==> config.mk <==
export PLATFORM = sky130hd
export DESIGN_NAME = format_string_number_formatter_flat
export DESIGN_NICKNAME = d
export VERILOG_FILES = /design/src/rtl/fsnf_pkg.sv /design/src/rtl/fsnf_if.sv /design/src/rtl/fsnf_cell.sv /design/src/rtl/fsnf_emit.sv /design/src/rtl/format_string_number_formatter.sv /design/src/flat_wrapper.sv
export VERILOG_INCLUDE_DIRS = /design/src /design/src/rtl
export SDC_FILE = /design/constraint.sdc
export NUM_CORES = 2
export LEC_CHECK = 0
export BUFFER_PORTS_ARGS = -buffer_cell sky130_fd_sc_hd__buf_2
export CAP_MARGIN = 25
export CORE_MARGIN = 10
export CORE_UTILIZATION = 59
export CTS_BUF_LIST = sky130_fd_sc_hd__clkbuf_4 sky130_fd_sc_hd__clkbuf_8
export DETAILED_ROUTE_END_ITERATION = 16
export PLACE_DENSITY = 0.78
export SLEW_MARGIN = 20
export SYNTH_ARGS = -nofsm -noshare
export SYNTH_HDL_FRONTEND = slang
export SYNTH_SLANG_ARGS = --single-unit
==> constraint.sdc <==
create_clock -name clk -period 28.4 [get_ports clk]
set_clock_uncertainty 0.15 [all_clocks]
set_input_delay 5.68 -clock clk [delete_from_list [all_inputs] [get_ports clk]]
set_output_delay 5.68 -clock clk [all_outputs]
set_load 0.01 [all_outputs]
==> src/rtl/format_string_number_formatter_assert.svh <==
// Assertion macros for the formatter RTL, used by the emitter.
// Each macro expects clk and rst_n to be visible in the including module.
`ifndef FORMAT_STRING_NUMBER_FORMATTER_ASSERT_SVH
`define FORMAT_STRING_NUMBER_FORMATTER_ASSERT_SVH

// The consequent must hold in the same cycle as the antecedent.
`define FSNF_ASSERT_NOW(label, ante, cons, msg) \
  label: assert property (@(posedge clk) disable iff (!rst_n) (ante) |-> (cons)) \
    else $error(msg);

// The consequent must hold in the cycle after the antecedent.
`define FSNF_ASSERT_NEXT(label, ante, cons, msg) \
  label: assert property (@(posedge clk) disable iff (!rst_n) (ante) |=> (cons)) \
    else $error(msg);

`endif

==> src/rtl/fsnf_pkg.sv <==
// Types, constants and helper functions for the format string formatter.
// No dependencies; used by fsnf_cell, fsnf_emit and the top level.
`timescale 1ns / 1ps

package fsnf_pkg;

  localparam int BIN_W      = 32;
  localparam int DEC_DIGITS = 10;
  localparam int BCD_W      = 4 * DEC_DIGITS;
  localparam int HEX_DIGITS = 8;
  localparam int IDX_W      = 4;

  localparam logic [7:0] CH_PERCENT = 8'h25;
  localparam logic [7:0] CH_SPEC_U  = 8'h75;
  localparam logic [7:0] CH_SPEC_D  = 8'h64;
  localparam logic [7:0] CH_SPEC_X  = 8'h78;
  localparam logic [7:0] CH_SPEC_C  = 8'h63;
  localparam logic [7:0] CH_MINUS   = 8'h2D;
  localparam logic [7:0] CH_ZERO    = 8'h30;
  localparam logic [7:0] CH_LOWER_X = 8'h78;
  localparam logic [7:0] CH_HEX_A   = 8'h37;

  localparam logic [IDX_W-1:0] IDX_SIGN     = 4'd0;
  localparam logic [IDX_W-1:0] IDX_PREFIX_X = 4'd1;
  localparam logic [IDX_W-1:0] IDX_DEC_LAST = 4'd10;
  localparam logic [IDX_W-1:0] IDX_HEX_LAST = 4'd9;

  typedef enum logic [2:0] {
    KIND_CHAR = 3'b001,
    KIND_DEC  = 3'b010,
    KIND_HEX  = 3'b100
  } kind_t;

  typedef struct packed {
    kind_t              kind;
    logic               neg;
    logic [7:0]         ch;
    logic [BIN_W-1:0]   arg;
    logic [BIN_W-1:0]   bin;
    logic [BCD_W-1:0]   bcd;
  } item_t;

  function automatic logic [7:0] hex_char(input logic [3:0] nib);
    if (nib < 4'd10) begin
      return CH_ZERO + {4'b0000, nib};
    end
    return CH_HEX_A + {4'b0000, nib};
  endfunction

endpackage

==> src/rtl/fsnf_if.sv <==
// Valid/ready channel interfaces for the formatter's input and result streams.
// No dependencies.
`timescale 1ns / 1ps

interface fsnf_in_if;
  logic        valid;
  logic        ready;
  logic [7:0]  fmt_char;
  logic [31:0] argument;

  modport source (output valid, output fmt_char, output argument, input ready);
  modport sink (input valid, input fmt_char, input argument, output ready);
endinterface

interface fsnf_out_if;
  logic       valid;
  logic       ready;
  logic [7:0] out_char;
  logic       last;

  modport source (output valid, output out_char, output last, input ready);
  modport sink (input valid, input out_char, input last, output ready);
endinterface

==> src/rtl/fsnf_cell.sv <==
// One double-dabble cell: adds three to each BCD digit of five or more, then
// shifts one binary bit into the BCD word. Depends on fsnf_pkg.
`timescale 1ns / 1ps

module fsnf_cell (
  input  logic            clk,
  input  logic            rst_n,
  input  logic            en,
  input  logic            in_valid,
  input  fsnf_pkg::item_t in_data,
  output logic            out_valid,
  output fsnf_pkg::item_t out_data
);

  logic                       valid_r;
  fsnf_pkg::item_t            data_r;
  fsnf_pkg::item_t            data_nxt;
  logic [fsnf_pkg::BCD_W-1:0] adj;

  always_comb begin
    adj = in_data.bcd;
    for (int d = 0; d < fsnf_pkg::DEC_DIGITS; d++) begin
      if (adj[4*d +: 4] >= 4'd5) begin
        adj[4*d +: 4] = adj[4*d +: 4] + 4'd3;
      end
    end
    data_nxt     = in_data;
    data_nxt.bcd = {adj[fsnf_pkg::BCD_W-2:0], in_data.bin[fsnf_pkg::BIN_W-1]};
    data_nxt.bin = {in_data.bin[fsnf_pkg::BIN_W-2:0], 1'b0};
  end

  always_ff @(posedge clk) begin
    if (!rst_n) begin
      valid_r <= 1'b0;
    end else if (en) begin
      valid_r <= in_valid;
    end
  end

  always_ff @(posedge clk) begin
    if (en) begin
      data_r <= data_nxt;
    end
  end

  assign out_valid = valid_r;
  assign out_data  = data_r;

endmodule

==> src/rtl/fsnf_emit.sv <==
// Character emitter: takes finished items from the end of the cell row and
// sends their characters one per transfer. Depends on fsnf_pkg and the macros.
`timescale 1ns / 1ps
`include "format_string_number_formatter_assert.svh"

module fsnf_emit (
  input  logic            clk,
  input  logic            rst_n,
  input  logic            src_valid,
  input  fsnf_pkg::item_t src_data,
  output logic            take,
  input  logic            out_ready,
  output logic            out_valid,
  output logic [7:0]      out_char,
  output logic            out_last
);

  logic                       busy_r, busy_nxt;
  logic [fsnf_pkg::IDX_W-1:0] idx_r, idx_nxt;
  fsnf_pkg::item_t            item_r;
  logic                       ov_r, ov_nxt;
  logic [7:0]                 oc_r;
  logic                       ol_r;

  logic [fsnf_pkg::IDX_W-1:0] last_idx;
  logic [fsnf_pkg::IDX_W-1:0] start_idx;
  logic [fsnf_pkg::IDX_W-1:0] dsel;
  logic [2:0]                 nsel;
  logic                       is_last;
  logic                       step;
  logic [7:0]                 cur_char;

  always_comb begin
    case (item_r.kind)
      fsnf_pkg::KIND_DEC: last_idx = fsnf_pkg::IDX_DEC_LAST;
      fsnf_pkg::KIND_HEX: last_idx = fsnf_pkg::IDX_HEX_LAST;
      default:            last_idx = fsnf_pkg::IDX_SIGN;
    endcase
  end

  assign is_last   = (idx_r == last_idx);
  assign step      = busy_r && (!ov_r || out_ready);
  assign take      = src_valid && (!busy_r || (step && is_last));
  assign start_idx = (src_data.kind == fsnf_pkg::KIND_DEC && !src_data.neg) ?
                     fsnf_pkg::IDX_PREFIX_X : fsnf_pkg::IDX_SIGN;
  assign dsel      = fsnf_pkg::IDX_DEC_LAST - idx_r;
  assign nsel      = 3'(fsnf_pkg::IDX_HEX_LAST - idx_r);

  always_comb begin
    case (item_r.kind)
      fsnf_pkg::KIND_DEC: begin
        if (idx_r == fsnf_pkg::IDX_SIGN) begin
          cur_char = fsnf_pkg::CH_MINUS;
        end else begin
          cur_char = fsnf_pkg::CH_ZERO + {4'b0000, item_r.bcd[{dsel, 2'b00} +: 4]};
        end
      end
      fsnf_pkg::KIND_HEX: begin
        if (idx_r == fsnf_pkg::IDX_SIGN) begin
          cur_char = fsnf_pkg::CH_ZERO;
        end else if (idx_r == fsnf_pkg::IDX_PREFIX_X) begin
          cur_char = fsnf_pkg::CH_LOWER_X;
        end else begin
          cur_char = fsnf_pkg::hex_char(item_r.arg[{nsel, 2'b00} +: 4]);
        end
      end
      default: cur_char = item_r.ch;
    endcase
  end

  always_comb begin
    busy_nxt = busy_r;
    idx_nxt  = idx_r;
    if (step) begin
      idx_nxt = idx_r + 4'd1;
      if (is_last) begin
        busy_nxt = 1'b0;
      end
    end
    if (take) begin
      busy_nxt = 1'b1;
      idx_nxt  = start_idx;
    end
    ov_nxt = step ? 1'b1 : (out_ready ? 1'b0 : ov_r);
  end

  always_ff @(posedge clk) begin
    if (!rst_n) begin
      busy_r <= 1'b0;
      ov_r   <= 1'b0;
    end else begin
      busy_r <= busy_nxt;
      ov_r   <= ov_nxt;
    end
  end

  always_ff @(posedge clk) begin
    idx_r <= idx_nxt;
    if (take) begin
      item_r <= src_data;
    end
    if (step) begin
      oc_r <= cur_char;
      ol_r <= is_last;
    end
  end

  assign out_valid = ov_r;
  assign out_char  = oc_r;
  assign out_last  = ol_r;

  `FSNF_ASSERT_NEXT(a_take_sets_busy, take, busy_r, "Emitter did not start a taken item.")
  `FSNF_ASSERT_NOW(a_idx_range, busy_r, idx_r <= fsnf_pkg::IDX_DEC_LAST, "Emitter index overran.")
  `FSNF_ASSERT_NEXT(a_stall_holds, busy_r && ov_r && !out_ready,
                    busy_r && $stable(idx_r), "Emitter advanced while the output stalled.")

endmodule

==> src/rtl/format_string_number_formatter.sv <==
// Top level of the streaming printf-style integer formatter.
// Depends on fsnf_pkg, fsnf_if, fsnf_cell and fsnf_emit.
`timescale 1ns / 1ps

// Each input transfer carries one format character and a 32-bit argument. A
// percent sign and an unknown specifier after it produce no output. Accepted
// items pass through a row of 32 double-dabble cells, one cell per argument
// bit, and are registered in each cell, then in the emitter's item and output
// registers. Characters then leave at one per cycle while the result channel
// is ready: an item sends 1 character (echo, %c), 10 characters (%u, %x,
// positive %d) or 11 characters (negative %d), and a new item can enter every
// cycle that the row is not held up by a waiting item at its end.
module format_string_number_formatter (
  input  logic              clk,
  input  logic              rst_n,
  fsnf_in_if.sink           in_ch,
  fsnf_out_if.source        out_ch
);

  localparam int NCELL = fsnf_pkg::BIN_W;

  logic            after_percent_r, after_percent_nxt;
  logic            accept;
  logic            en;
  logic            take;
  logic            push;
  fsnf_pkg::item_t head;
  logic            cv [0:NCELL];
  fsnf_pkg::item_t cd [0:NCELL];

  assign en          = !cv[NCELL] || take;
  assign in_ch.ready = en;
  assign accept      = in_ch.valid && in_ch.ready;

  always_comb begin
    head      = '0;
    head.kind = fsnf_pkg::KIND_CHAR;
    head.neg  = 1'b0;
    head.ch   = in_ch.fmt_char;
    head.arg  = in_ch.argument;
    head.bin  = in_ch.argument;
    head.bcd  = '0;
    push      = 1'b0;
    if (!after_percent_r) begin
      push = (in_ch.fmt_char != fsnf_pkg::CH_PERCENT);
    end else begin
      case (in_ch.fmt_char)
        fsnf_pkg::CH_SPEC_U: begin
          head.kind = fsnf_pkg::KIND_DEC;
          push      = 1'b1;
        end
        fsnf_pkg::CH_SPEC_D: begin
          head.kind = fsnf_pkg::KIND_DEC;
          head.neg  = in_ch.argument[fsnf_pkg::BIN_W-1];
          if (in_ch.argument[fsnf_pkg::BIN_W-1]) begin
            head.bin = 32'd0 - in_ch.argument;
          end
          push = 1'b1;
        end
        fsnf_pkg::CH_SPEC_X: begin
          head.kind = fsnf_pkg::KIND_HEX;
          push      = 1'b1;
        end
        fsnf_pkg::CH_SPEC_C: begin
          head.ch = in_ch.argument[7:0];
          push    = 1'b1;
        end
        default: push = 1'b0;
      endcase
    end
    after_percent_nxt = accept ?
                        (!after_percent_r && in_ch.fmt_char == fsnf_pkg::CH_PERCENT) :
                        after_percent_r;
  end

  always_ff @(posedge clk) begin
    if (!rst_n) begin
      after_percent_r <= 1'b0;
    end else begin
      after_percent_r <= after_percent_nxt;
    end
  end

  assign cv[0] = accept && push;
  assign cd[0] = head;

  for (genvar i = 0; i < NCELL; i++) begin : g_cell
    fsnf_cell u_cell (
      .clk       (clk),
      .rst_n     (rst_n),
      .en        (en),
      .in_valid  (cv[i]),
      .in_data   (cd[i]),
      .out_valid (cv[i+1]),
      .out_data  (cd[i+1])
    );
  end

  fsnf_emit u_emit (
    .clk       (clk),
    .rst_n     (rst_n),
    .src_valid (cv[NCELL]),
    .src_data  (cd[NCELL]),
    .take      (take),
    .out_ready (out_ch.ready),
    .out_valid (out_ch.valid),
    .out_char  (out_ch.out_char),
    .out_last  (out_ch.last)
  );

endmodule
==> src/flat_wrapper.sv <==
// flat-port wrapper written by rule: the top's interface ports become plain ports
module format_string_number_formatter_flat 
  (clk, rst_n, in_ch_valid, in_ch_fmt_char, in_ch_argument, in_ch_ready, out_ch_valid, out_ch_out_char, out_ch_last, out_ch_ready);
  fsnf_in_if in_ch_i ();
  fsnf_out_if out_ch_i ();
  input  logic clk;
  input  logic rst_n;
  input wire logic [$bits(in_ch_i.valid)-1:0] in_ch_valid;
  input wire logic [$bits(in_ch_i.fmt_char)-1:0] in_ch_fmt_char;
  input wire logic [$bits(in_ch_i.argument)-1:0] in_ch_argument;
  output wire logic [$bits(in_ch_i.ready)-1:0] in_ch_ready;
  output wire logic [$bits(out_ch_i.valid)-1:0] out_ch_valid;
  output wire logic [$bits(out_ch_i.out_char)-1:0] out_ch_out_char;
  output wire logic [$bits(out_ch_i.last)-1:0] out_ch_last;
  input wire logic [$bits(out_ch_i.ready)-1:0] out_ch_ready;
  assign in_ch_i.valid = in_ch_valid;
  assign in_ch_i.fmt_char = in_ch_fmt_char;
  assign in_ch_i.argument = in_ch_argument;
  assign in_ch_ready = in_ch_i.ready;
  assign out_ch_valid = out_ch_i.valid;
  assign out_ch_out_char = out_ch_i.out_char;
  assign out_ch_last = out_ch_i.last;
  assign out_ch_i.ready = out_ch_ready;
  format_string_number_formatter u_core (.clk(clk), .rst_n(rst_n), .in_ch(in_ch_i), .out_ch(out_ch_i));
endmodule
==> results.cfg <==
[outcome]
status = complete, no violations

[setup_path]
regToRegEndpoint = u_core.g_cell[3].u_cell.out_data[87]$_DFFE_PP_
crit_top_cell = buf_2
reg2reg_from = u_core.u_emit.idx_r[0]$_DFFE_PP_
crit_required_ns = 22.57
cp-end-kind = primary output
worstPathCellList = buf_2 -> nand2b_1 -> o2111ai_1 -> nand4_1 -> buf_2
r2r_slack_ns = 20.16
crit_path_start_kind = primary input
crit_fanout = 4
worstSetupStartpoint = out_ch_ready
cpPeakStageDelay_ns = 0.51
reg2regPathDepth = 11
critPathKind = primary input to primary output
cp_data_arrival_time_ns = 7.12
slowest_stage = nand4_1

[route]
first_iter_violations = 2843
ant_nets = 0
dr_total_vias = 42800
post-route-drc-count = 0
drt_pass1_iterations = 8
wl_mm = 126
wl_per_cell_um = 14.9
viasPerCell = 5.08

[run]
drv_cap = 0

[synth]
ys.flop_type = edfxtp_1
synthCells = 5472
avgSynthCellArea_um2 = 17.9
yosysWarningCount = 0
netlist.area_leader.share_pct = 81.2
synthesis.area_um2 = 97900
ys_top_cells_by_area = edfxtp_1 (81%), ha_1 (4.2%), nand2_1 (2.3%), mux2i_1 (2.0%), nand2b_1 (1.9%)
ys_seq_area_share_pct = 81.9
synth_cell_type_count = 59
yosys.cell_count.top_type = edfxtp_1
synth-seq-cells = 2682
synth-edff-count = 2647
yosys.area.top_type = edfxtp_1
synthArstFlopShare_pct = 0
synthTopCellsByCount = edfxtp_1 (2,647), nand2_1 (607), inv_1 (335)
syn_nets = 5843

[placed_design]
numPortBuffers = 54
gp_congestion = 0.818
placed_area_um2 = 101000
dpl.hpwl_mm = 77.2

[timing]
slew_viol_final = 0
max_clock_freq_ghz = 0.0772
hold_viol = 0
slew_headroom_pct = 19.7
tns_ns = 0
setup_viol = 0
hold_slack_ns = 0.193
rsz0062_at_grt = false
post-route-period-util_pct = 45.6
tightest_slew_ns = 1.20
min_period_ns = 12.95

[die]
dieArea_um2 = 183000
ios = 55
fp.dieH_um = 427
die_x_um = 427
core_um2 = 165000
rows = 149
initial_utilization_pct = 59.3

[pwr]
ir_worst_vdd_mv = 0.0614
cellLeakagePower_nw = 42.5
pwr_density_cell_nw_per_um2 = 90.1

[cells_and_area]
fin_nets = 6322
layout-drive-gt1-share_pct = 11.6
final_cell_area_um2 = 109000
syn2layout_area_growth_pct = 11.1

[global_routing]
grt_pass1_wl_mm = 203
grt_overflow = 0
grt.total_usage_pct = 13.6
grt_max_degree = 212
grt_pass1_vias = 43400
antenna_found_initial = 3

[worst_hold_path]
whs_path_depth = 0
holdPathEnd = u_core.g_cell[26].u_cell.out_data[98]$_DFFE_PP_
min_from = u_core.g_cell[25].u_cell.out_data[98]$_DFFE_PP_
hold_path.class = register to register

[clocking]
numClockSinks = 2682
cts_root_buf = clkbuf_8
post-cts-setup-buffers = 0
cts_buffers = 403
cts_resized = 0
cts_hold_repair.buffers = 0
clk_latency_ns = 1.02
path_clk_slew_ns = 0.06
cts_tree = built
clockBufferDepth = 4
cts_htree_levels = 5
[sequential cells by signal, indices dropped and copies added, names as in the netlist]
signal / flops
u_core.g_cell.u_cell.out_data: 2552
u_core.u_emit.item_r: 82
u_core.g_cell.u_cell.out_valid: 32
u_core.u_emit.out_char: 8
u_core.u_emit.idx_r: 4
u_core.after_percent_r: 1
u_core.u_emit.busy_r: 1
u_core.u_emit.out_last: 1
u_core.u_emit.out_valid: 1
[cells by family (layout without fill, tap and decap cells)]
group	Yosys count	in the layout	share of synthesized area, %
AO/OA/AOI/OAI	526	526	2.87
XOR/XNOR	190	190	1.71
adder cells (fa/ha/maj)	327	327	4.18
buffers and inverters	354	1114	1.39
flip-flops	2682	2682	81.9
multiplexers	212	212	2.38
other	0	6	0
AND/OR/NAND/NOR	1181	1181	5.59
[cell usage in the layout, fill, tap and decap left out, types with 11 or more instances in the layout]
cell,count
a21oi_1,164
buf_2,54
buf_4,23
clkbuf_4,143
clkbuf_8,415
clkinv_1,89
clkinv_2,28
dfxtp_1,35
edfxtp_1,2647
ha_1,327
inv_1,335
mux2i_1,193
mux4_2,16
nand2_1,607
nand2b_1,294
nor2_1,185
nor2b_1,35
o21ai_0,315
xnor2_1,178
xor2_1,11
[where the power goes]
part           switching, mW  internal, mW  total, mW  leakage (nW)
sequential             0.356          5.09       5.45          28.7
combinational          0.809         0.680       1.49          9.89
clock                   1.31          1.56       2.87          3.95
total                   2.48          7.33       9.81          42.5
[per-layer routing]
metal	global-route usage [%]	share of wire, %	vias to the layer above
met5	0	0	-
met4	7.01	4.1	0
met3	3.04	3.9	352
met2	24.3	52	791
met1	15.3	40	20500
li1	-	-	21200
[layout make-up]
class	count	area [um^2]
sequential	2682	80200
fill	10300	56200
multi-input combinational	2436	16400
clock buffer	558	6790
tap	2189	2740
inverter	335	1260
timing repair buffer	93	813
clock inverter	128	628
antenna	6	15.0
[critical path, delay by kind of cell]
| kind | cells | cell delay [ns] |
|---|---|---|
| and+or+nand+nor | 2 | 0.70 |
| buffers and inverters | 2 | 0.47 |
| AOI/OAI and AO/OA | 1 | 0.25 |
[worst max path at each step]
stage                     depth (start not counted)                                         endpoint
after floorplan                                   4                                      in_ch_ready
after global placement                           11  u_core.g_cell[15].u_cell.out_data[83]$_DFFE_PP_
after detailed placement                         11  u_core.g_cell[14].u_cell.out_data[97]$_DFFE_PP_
after CTS                                         5                                      in_ch_ready
after global routing                              5                                      in_ch_ready
final                                             5                                      in_ch_ready
[per-stage QoR]
| stage | setup slack [ns] | utilization, % | total power, mW | cells |
|---|---|---|---|---|
| 2_1_floorplan | 4.56 | - | 6.60 | 5472 |
| 3_3_place_gp | 15.27 | 61.3 | 6.83 | 7725 |
| 3_5_place_dp | 15.11 | 61.3 | 7.02 | 7726 |
| 4_1_cts | 15.42 | 65.8 | 9.91 | 8412 |
| 5_1_grt | 15.34 | 65.9 | 10.4 | 8425 |
| 6_report | 15.45 | 65.9 | 9.81 | 8427 |
(Power assumes the default switching activity.)
